### src/design/sdcmd_pkg.sv
// Shared types, constants and helper functions for the SD SPI command engine.
`timescale 1ns / 1ps

package sdcmd_pkg;

  // Byte values used on the SPI link.
  localparam logic [7:0] FILL_BYTE   = 8'hFF;
  localparam logic [7:0] START_BITS  = 8'h40;
  localparam logic [7:0] CRC_IDX0    = 8'h95;
  localparam logic [7:0] CRC_IDX8    = 8'h87;
  localparam logic [7:0] CRC_OTHER   = 8'h01;
  localparam logic [7:0] BUSY_BIT    = 8'h80;
  localparam logic [7:0] POLL_LIMIT_RESET = 8'd200;

  // Command indexes that carry a real CRC.
  localparam logic [5:0] CMD_GO_IDLE   = 6'd0;
  localparam logic [5:0] CMD_SEND_COND = 6'd8;

  // Frame layout: start byte, four argument bytes, CRC byte.
  localparam logic [2:0] FRAME_LAST = 3'd5;

  // Input kinds carried on the slave tuser.
  localparam logic ACT_START    = 1'b0;
  localparam logic ACT_EXCHANGE = 1'b1;

  // Configuration register address.
  localparam logic [1:0] ADDR_POLL_LIMIT = 2'd0;

  // Command phase, one-hot.
  typedef enum logic [5:0] {
    PH_IDLE    = 6'b000001,
    PH_WAIT    = 6'b000010,
    PH_FRAME   = 6'b000100,
    PH_POLL    = 6'b001000,
    PH_TRAIL   = 6'b010000,
    PH_TIMEOUT = 6'b100000
  } phase_t;

  // One result item, tx_byte in the lowest bits.
  typedef struct packed {
    logic [7:0] response;
    logic       status;
    logic       done_res;
    logic       chip_select;
    logic       tx_valid;
    logic [7:0] tx_byte;
  } out_item_t;

  localparam int OUT_ITEM_W = $bits(out_item_t);

  // Byte of the command frame at a given position.
  function automatic logic [7:0] frame_byte(input logic [2:0] pos,
                                            input logic [5:0] index,
                                            input logic [31:0] arg);
    logic [7:0] b;
    begin
      unique case (pos)
        3'd0: b = START_BITS | {2'b00, index};
        3'd1: b = arg[31:24];
        3'd2: b = arg[23:16];
        3'd3: b = arg[15:8];
        3'd4: b = arg[7:0];
        default: begin
          if (index == CMD_GO_IDLE) begin
            b = CRC_IDX0;
          end else if (index == CMD_SEND_COND) begin
            b = CRC_IDX8;
          end else begin
            b = CRC_OTHER;
          end
        end
      endcase
      return b;
    end
  endfunction

endpackage

### src/design/sdcmd_engine.sv
// Command sequencer: phase state and the per-transfer result logic.
`timescale 1ns / 1ps

module sdcmd_engine (
  input  logic                   clk,
  input  logic                   rst,
  input  logic                   step,
  input  logic                   action,
  input  logic [5:0]             cmd_index,
  input  logic [31:0]            argument,
  input  logic [7:0]             rx_byte,
  input  logic [7:0]             poll_limit,
  output sdcmd_pkg::out_item_t   result
);

  sdcmd_pkg::phase_t phase, phase_next;
  logic [2:0]  frame_position, frame_position_next;
  logic [7:0]  poll_count, poll_count_next;
  logic [5:0]  latched_index, latched_index_next;
  logic [31:0] latched_argument, latched_argument_next;
  logic [7:0]  latched_response, latched_response_next;
  logic [2:0]  pos_inc;
  logic [7:0]  poll_inc;

  assign pos_inc  = frame_position + 3'd1;
  assign poll_inc = poll_count + 8'd1;

  // Next state and result for the item in the input register.
  always_comb begin
    phase_next            = phase;
    frame_position_next   = frame_position;
    poll_count_next       = poll_count;
    latched_index_next    = latched_index;
    latched_argument_next = latched_argument;
    latched_response_next = latched_response;
    result                = '0;

    if (action == sdcmd_pkg::ACT_START) begin
      // A start aborts whatever is running.
      latched_index_next    = cmd_index;
      latched_argument_next = argument;
      latched_response_next = 8'd0;
      frame_position_next   = 3'd0;
      poll_count_next       = 8'd0;
      phase_next            = sdcmd_pkg::PH_WAIT;
      result.tx_byte        = sdcmd_pkg::FILL_BYTE;
      result.tx_valid       = 1'b1;
      result.chip_select    = 1'b1;
    end else begin
      unique case (phase)
        sdcmd_pkg::PH_WAIT: begin
          result.tx_valid    = 1'b1;
          result.chip_select = 1'b1;
          if (rx_byte == sdcmd_pkg::FILL_BYTE) begin
            phase_next          = sdcmd_pkg::PH_FRAME;
            frame_position_next = 3'd0;
            result.tx_byte      = sdcmd_pkg::frame_byte(3'd0, latched_index,
                                                        latched_argument);
          end else begin
            result.tx_byte = sdcmd_pkg::FILL_BYTE;
          end
        end
        sdcmd_pkg::PH_FRAME: begin
          result.tx_valid    = 1'b1;
          result.chip_select = 1'b1;
          if (frame_position != sdcmd_pkg::FRAME_LAST) begin
            frame_position_next = pos_inc;
            result.tx_byte      = sdcmd_pkg::frame_byte(pos_inc, latched_index,
                                                        latched_argument);
          end else begin
            frame_position_next = 3'd0;
            phase_next          = sdcmd_pkg::PH_POLL;
            poll_count_next     = 8'd0;
            result.tx_byte      = sdcmd_pkg::FILL_BYTE;
          end
        end
        sdcmd_pkg::PH_POLL: begin
          poll_count_next = poll_inc;
          // The limit check wins over a valid response on the same read.
          priority if (poll_inc == poll_limit) begin
            phase_next         = sdcmd_pkg::PH_TIMEOUT;
            result.chip_select = 1'b1;
            result.done_res    = 1'b1;
            result.status      = 1'b1;
          end else if ((rx_byte & sdcmd_pkg::BUSY_BIT) == 8'd0) begin
            latched_response_next = rx_byte;
            phase_next            = sdcmd_pkg::PH_TRAIL;
            result.tx_byte        = sdcmd_pkg::FILL_BYTE;
            result.tx_valid       = 1'b1;
          end else begin
            result.tx_byte     = sdcmd_pkg::FILL_BYTE;
            result.tx_valid    = 1'b1;
            result.chip_select = 1'b1;
          end
        end
        sdcmd_pkg::PH_TRAIL: begin
          phase_next      = sdcmd_pkg::PH_IDLE;
          result.done_res = 1'b1;
          result.response = latched_response;
        end
        sdcmd_pkg::PH_TIMEOUT: begin
          result.chip_select = 1'b1;
        end
        default: begin
          result = '0;
        end
      endcase
    end
  end

  // Control state.
  always_ff @(posedge clk) begin
    if (rst) begin
      phase          <= sdcmd_pkg::PH_IDLE;
      frame_position <= 3'd0;
      poll_count     <= 8'd0;
    end else if (step) begin
      phase          <= phase_next;
      frame_position <= frame_position_next;
      poll_count     <= poll_count_next;
    end
  end

  // Latched command and response.
  always_ff @(posedge clk) begin
    if (rst) begin
      latched_index    <= 6'd0;
      latched_argument <= 32'd0;
      latched_response <= 8'd0;
    end else if (step) begin
      latched_index    <= latched_index_next;
      latched_argument <= latched_argument_next;
      latched_response <= latched_response_next;
    end
  end

endmodule

### src/design/sdcmd_obuf.sv
// Two-entry result buffer that decouples the engine from the result receiver.
`timescale 1ns / 1ps

module sdcmd_obuf (
  input  logic                                clk,
  input  logic                                rst,
  input  logic                                push,
  input  logic [sdcmd_pkg::OUT_ITEM_W-1:0]    push_data,
  output logic                                full,
  output logic                                out_valid,
  input  logic                                out_ready,
  output logic [sdcmd_pkg::OUT_ITEM_W-1:0]    out_data
);

  logic [sdcmd_pkg::OUT_ITEM_W-1:0] mem [2];
  logic       wr_ptr;
  logic       rd_ptr;
  logic [1:0] count;
  logic       pop;

  assign pop       = out_valid && out_ready;
  assign full      = (count == 2'd2);
  assign out_valid = (count != 2'd0);
  assign out_data  = mem[rd_ptr];

  // Storage write.
  always_ff @(posedge clk) begin
    if (push) begin
      mem[wr_ptr] <= push_data;
    end
  end

  // Pointers and fill level.
  always_ff @(posedge clk) begin
    if (rst) begin
      wr_ptr <= 1'b0;
      rd_ptr <= 1'b0;
      count  <= 2'd0;
    end else begin
      if (push) begin
        wr_ptr <= ~wr_ptr;
      end
      if (pop) begin
        rd_ptr <= ~rd_ptr;
      end
      unique case ({push, pop})
        2'b10:   count <= count + 2'd1;
        2'b01:   count <= count - 2'd1;
        default: count <= count;
      endcase
    end
  end

endmodule

### src/design/sd_spi_command_engine_unit.sv
// Top level of the SD SPI-mode command engine.
`timescale 1ns / 1ps
//
// Drives one SD-card SPI-mode command one byte exchange at a time.
// Slave stream: tuser is the action (0 start a command, 1 one exchange done);
// tdata carries cmd_index, argument and rx_byte. Each accepted transfer gives
// exactly one result transfer on the master stream: the next byte to send,
// whether another exchange is wanted, the chip select level, and on the last
// result the done flag, timeout status and R1 response.
// Path: the input register takes a transfer, the combinational sequencer step
// forms its result, and the result buffer takes that result, from which it is
// shown on the master side.
// Throughput is one item per cycle while the result buffer has room, set by the
// combinational sequencer step between those registers.
// The APB port writes and reads the response poll limit (address 0).
// Reset returns the phase to idle, clears the latched command and buffer, and
// restores the poll limit to 200. When the receiver stalls, the two-entry
// result buffer absorbs results; once it is full and the input register holds
// an item, s_tready drops until the receiver takes a result.

module sd_spi_command_engine_unit (
  input  logic        clk,
  input  logic        rst,
  // APB configuration port
  input  logic        psel,
  input  logic        penable,
  input  logic        pwrite,
  input  logic [1:0]  paddr,
  input  logic [31:0] pwdata,
  output logic [31:0] prdata,
  output logic        pready,
  // Input stream
  input  logic        s_tvalid,
  output logic        s_tready,
  input  logic [47:0] s_tdata,   // cmd_index[5:0], argument[37:6], rx_byte[45:38], zero
  input  logic        s_tuser,   // action[0]
  // Result stream
  output logic        m_tvalid,
  input  logic        m_tready,
  output logic [23:0] m_tdata    // tx_byte[7:0], tx_valid[8], chip_select[9],
                                 // done_res[10], status[11], response[19:12], zero
);

  logic        poll_limit;
  logic [7:0]  response_poll_limit;
  logic        cfg_write;
  logic        in_valid;
  logic        in_action;
  logic [5:0]  in_cmd_index;
  logic [31:0] in_argument;
  logic [7:0]  in_rx_byte;
  logic        advance;
  logic        obuf_full;
  sdcmd_pkg::out_item_t result;
  logic [sdcmd_pkg::OUT_ITEM_W-1:0] obuf_data;

  // Configuration register.
  assign pready     = 1'b1;
  assign poll_limit = (paddr == sdcmd_pkg::ADDR_POLL_LIMIT);
  assign cfg_write  = psel && penable && pwrite && pready && poll_limit;
  assign prdata     = poll_limit ? {24'd0, response_poll_limit} : 32'd0;

  always_ff @(posedge clk) begin
    if (rst) begin
      response_poll_limit <= sdcmd_pkg::POLL_LIMIT_RESET;
    end else if (cfg_write) begin
      response_poll_limit <= pwdata[7:0];
    end
  end

  // Input register; it moves on whenever the result buffer has room.
  assign advance  = in_valid && !obuf_full;
  assign s_tready = !in_valid || advance;

  always_ff @(posedge clk) begin
    if (rst) begin
      in_valid <= 1'b0;
    end else if (s_tready) begin
      in_valid <= s_tvalid;
    end
  end

  always_ff @(posedge clk) begin
    if (s_tvalid && s_tready) begin
      in_action    <= s_tuser;
      in_cmd_index <= s_tdata[5:0];
      in_argument  <= s_tdata[37:6];
      in_rx_byte   <= s_tdata[45:38];
    end
  end

  // Command sequencer.
  sdcmd_engine u_engine (
    .clk        (clk),
    .rst        (rst),
    .step       (advance),
    .action     (in_action),
    .cmd_index  (in_cmd_index),
    .argument   (in_argument),
    .rx_byte    (in_rx_byte),
    .poll_limit (response_poll_limit),
    .result     (result)
  );

  // Result buffer.
  sdcmd_obuf u_obuf (
    .clk       (clk),
    .rst       (rst),
    .push      (advance),
    .push_data (result),
    .full      (obuf_full),
    .out_valid (m_tvalid),
    .out_ready (m_tready),
    .out_data  (obuf_data)
  );

  assign m_tdata = {{(24 - sdcmd_pkg::OUT_ITEM_W){1'b0}}, obuf_data};

endmodule

### config.mk
export PLATFORM = sky130hd
export DESIGN_NAME = sd_spi_command_engine_unit
export DESIGN_NICKNAME = d
export VERILOG_FILES = /design/src/design/sdcmd_pkg.sv /design/src/design/sdcmd_engine.sv /design/src/design/sdcmd_obuf.sv /design/src/design/sd_spi_command_engine_unit.sv
export SDC_FILE = /design/constraint.sdc
export NUM_CORES = 1
export LEC_CHECK = 0
export ABC_AREA = 0
export BUFFER_PORTS_ARGS = -buffer_cell sky130_fd_sc_hd__buf_2
export CAP_MARGIN = 40
export CORE_MARGIN = 2
export CORE_UTILIZATION = 55
export CTS_CLUSTER_DIAMETER = 100
export DETAILED_ROUTE_END_ITERATION = 12
export GPL_ROUTABILITY_DRIVEN = 0
export PLACE_DENSITY = 0.9
export SYNTH_ARGS = -nofsm -noshare
export SYNTH_HDL_FRONTEND = slang
export SYNTH_SLANG_ARGS = --single-unit
### constraint.sdc
create_clock -name clk -period 3.6 [get_ports clk]
set_clock_uncertainty 0.1 [all_clocks]
set_input_delay 0.18 -clock clk [delete_from_list [all_inputs] [get_ports clk]]
set_output_delay 0.18 -clock clk [all_outputs]
set_load 0.05 [all_outputs]
==> key figures <==
Outcome
  – Run status: finished clean

Hold path
  – Worst min path class: in -> reg
  – Min-Delay Path Depth: 4

Logic synthesis
  – Yosys cell types: 62
  – Commonest cells in the netlist: sky130_fd_sc_hd__nand2_1 (92), sky130_fd_sc_hd__edfxtp_1 (87), sky130_fd_sc_hd__dfxtp_1 (77), sky130_fd_sc_hd__a21oi_1 (61), sky130_fd_sc_hd__nor2_1 (40)
  – Sequential-to-total area share from yosys stat: a little under three fifths
  – Number of warnings printed during yosys synthesis: 0
  – Number of cells produced by synthesis: between 600 and 700
  – Synthesized area: 7250 um2
  – Most common cell in the synthesized netlist: sky130_fd_sc_hd__nand2_1
  – Number of flops mapped to enable cells by yosys: 87
  – Synth area leaders: sky130_fd_sc_hd__edfxtp_1 (36%), sky130_fd_sc_hd__dfxtp_1 (21%), sky130_fd_sc_hd__nand2_1 (4.8%), sky130_fd_sc_hd__a21oi_1 (4.2%), sky130_fd_sc_hd__mux2_2 (3.6%)
  – Area share of the largest cell type after synthesis: 36.0%
  – Share of flip-flops with an asynchronous set or reset: 0%
  – Number of synthesized register bits: 164
  – Cell accounting for the most synthesized area: sky130_fd_sc_hd__edfxtp_1
  – Synth Flop Type: sky130_fd_sc_hd__edfxtp_1
  – Synthesized area per cell: 10.9 um2

Cells and area
  – Share of layout cells above drive strength 1: 21.8%
  – Total of fill cells in the finished design: 850
  – Number of diodes added for antenna fixing: 0
  – Area taken by flip-flops and latches: between 4000 and 5000 um2
  – Combined area of the multi-input logic cells: 2780 um2
  – Final nets: 892
  – Area added between synthesis and finish: 22.7%

Timing
  – Worst-Margin Slew: 0.875 ns
  – Setup repair after global routing missed its margin: false
  – Fin crit period: 3.08 ns
  – Final period utilization: 85.4%
  – Final Hold Viols: 0
  – Setup total negative slack: 0 ns
  – Max Slew Vio Count: 0
  – Headroom to the max-slew limit: 41.6%
  – Min setup slack post-route: 0.524 ns
  – Number of setup violations in the final report: 0
  – Maximum clock frequency: 325 MHz

Setup path
  – End point of the critical path: u_obuf.mem[1][3]
  – Critical path required time: between 3 and 4 ns
  – Critical path start-end classification: reg -> reg
  – Reg2Reg Setup Slack: 0.52 ns
  – Nature of the critical path endpoint: flip-flop
  – Reg2reg path depth: 6
  – Launching element of the worst setup path: u_engine.poll_count[2]
  – Launch point of the worst reg-to-reg path: u_engine.poll_count[2]
  – Biggest fanout along the worst timing path: 12
  – R2r endpoint: u_obuf.mem[1][3]
  – Arrival time at the worst endpoint: a little over 3 ns
  – Critical path startpoint category: flip-flop

Pwr
  – Leakage: 3.40 nW
  – Total power density per cell area: 550 nW/um2
  – Worst supply voltage drop on vdd: approximately 0.00040 V

CTS
  – Root buffer selected by CTS: sky130_fd_sc_hd__clkbuf_16
  – Number of instances resized during post-cts repair: 0
  – Insertion delay to the later sink of the worst-skew pair: between 0.4 and 0.5 ns
  – Cts bufs inserted: 17
  – Number of buffers on the longest clock path: 2
  – Clock-pin transition on the worst setup and hold timing paths: 0.07 ns
  – CTS sink cnt: 164
  – TritonCTS clock tree: built
  – H-tree levels: 4

Global route
  – Largest net degree at the start of global routing: 50
  – Initial antenna violation count: 0
  – Via count of the first global-routing pass: 5269
  – GR Overflow Total: 0
  – Wire length of the first global-routing pass: 25700 um
  – Total track usage: 23.2%

Floorplanning
  – Placeable core area: 12700 um2
  – Initial core utilization: 57.0%
  – Total die area: 14100 um2
  – Count of boundary I/O pins: approximately 150
  – Die X-Extent: about 120 um
  – Height of the die: 119 um
  – Row Count: 41

Placed design
  – Pre-CTS setup slack: ~0.65 ns
  – Number of port buffers: between 90 and 100
  – Placed wire-length estimate after detailed placement: around 9400 um

Routing
  – Final Routed Wirelength: around 16000 um
  – Drt drc: 0
  – Overall via count from detail_route: approximately 5400
  – Drt first-iter violations: between 500 and 600
  – Vias per inst: 5.44
  – Final antenna-violating net count: 0
  – Number of iterations in the first detailed-routing pass: 4
  – Average wire length per cell after detail routing: 16.4 um

Job
  – Max cap viols: 0
[sequential cells by signal (all words and copies together), names as in the netlist, named ones only]
name	count
in_action	1
in_argument	32
in_cmd_index	6
in_rx_byte	8
in_valid	1
response_poll_limit	8
u_engine.frame_position	3
u_engine.latched_argument	32
u_engine.latched_index	6
u_engine.latched_response	8
u_engine.phase	6
u_engine.poll_count	8
u_obuf.count	2
u_obuf.mem	40
u_obuf.rd_ptr	1
u_obuf.wr_ptr	1
[critical path, stage by stage, from the launching register on]
cell,delay (ns)
sky130_fd_sc_hd__dfxtp_1,0.54
sky130_fd_sc_hd__nand4_2,0.16
sky130_fd_sc_hd__or3_4,0.41
sky130_fd_sc_hd__a2111oi_4,0.41
sky130_fd_sc_hd__nand2_2,0.17
sky130_fd_sc_hd__o31ai_2,0.70
sky130_fd_sc_hd__o2111ai_1,0.28
[kinds of logic (layout without fill, tap and decap cells)]
logic type,Yosys count,count (layout),share of synthesized area (%)
and+or+nand+nor,240,240,17.1
DFF,164,164,57.3
AOI/OAI and AO/OA,119,119,10.3
buffers and inverters,82,200,5.87
muxes,44,44,7.16
xor gates and xnor gates,15,15,1.81
adders and majority gates,2,2,0.345
other,2,29,0.104
[what timing repair did]
action,4_1_cts,5_1_grt
hold buffers,55,0
endpoints found under the hold margin,55,0
setup buffers,0,0
[layer usage]
layer,track usage (%),part of all wire [%]
met5,0,0
met4,7.51,1.9
met3,6.18,5.7
met2,40.4,51
met1,28.0,42
[where the power goes]
part | internal, mW | switching [mW]
logic | 0.287 | 0.585
registers | 2.10 | 0.0810
clock network | 1.04 | 0.792
total | 3.43 | 1.46
[per-stage QoR]
| step | hold slack, ns | util (%) | instance area (um2) | total power [mW] | cells |
|---|---|---|---|---|---|
| 2_1_floorplan | 0.179 | - | 7350 | 2.85 | 695 |
| 3_3_place_gp | 0.256 | 60.5 | 7690 | 2.99 | 894 |
| 6_report | 0.0336 | 69.9 | 8900 | 4.89 | 985 |
| 4_1_cts | 0.0173 | 69.9 | 8900 | 4.88 | 985 |
| 3_5_place_dp | 0.258 | 60.9 | 7750 | 3.03 | 898 |
| 5_1_grt | 0.0354 | 69.9 | 8900 | 5.04 | 985 |
[placed cells by master (no fill, tap or decap), types with 5 or more instances in the layout]
cell type                        n
sky130_fd_sc_hd__buf_2          93
sky130_fd_sc_hd__nand2_1        92
sky130_fd_sc_hd__edfxtp_1       87
sky130_fd_sc_hd__dfxtp_1        77
sky130_fd_sc_hd__a21oi_1        61
sky130_fd_sc_hd__dlygate4sd3_1  55
sky130_fd_sc_hd__nor2_1         39
sky130_fd_sc_hd__conb_1         29
sky130_fd_sc_hd__mux2_2         23
sky130_fd_sc_hd__o21ai_0        22
sky130_fd_sc_hd__and2_1         21
sky130_fd_sc_hd__mux2i_1        17
sky130_fd_sc_hd__clkbuf_16      17
sky130_fd_sc_hd__nand3b_1       16
sky130_fd_sc_hd__inv_1          11
sky130_fd_sc_hd__or3_1          10
sky130_fd_sc_hd__nand3_1         9
sky130_fd_sc_hd__xnor2_1         9
sky130_fd_sc_hd__nand4_1         8
sky130_fd_sc_hd__nor2b_1         8
sky130_fd_sc_hd__and3_1          7
sky130_fd_sc_hd__xor2_1          6
sky130_fd_sc_hd__nand2b_1        6
sky130_fd_sc_hd__o2111ai_1       5
sky130_fd_sc_hd__buf_4           5
[worst min path at each step]
stage                            from                      to  slack [ns]
after floorplan               s_tuser               in_action        0.18
after CTS                   pwdata[7]  response_poll_limit[7]        0.02
after detailed placement  s_tdata[14]          in_argument[8]        0.26
after global routing        pwdata[7]  response_poll_limit[7]        0.04
after global placement    s_tdata[13]          in_argument[7]        0.26
final                       pwdata[7]  response_poll_limit[7]        0.03
[final cells by class]
type	count	share of cell area (%)
Sequential cell	164	46.7
Multi-Input combinational cell	449	31.2
Timing Repair Buffer	157	12.5
Clock buffer	18	4.82
Tap cell	172	2.42
Clock inverter	14	1.87
Inverter	11	0.464
Note: power is estimated with default switching activity, not from simulation.
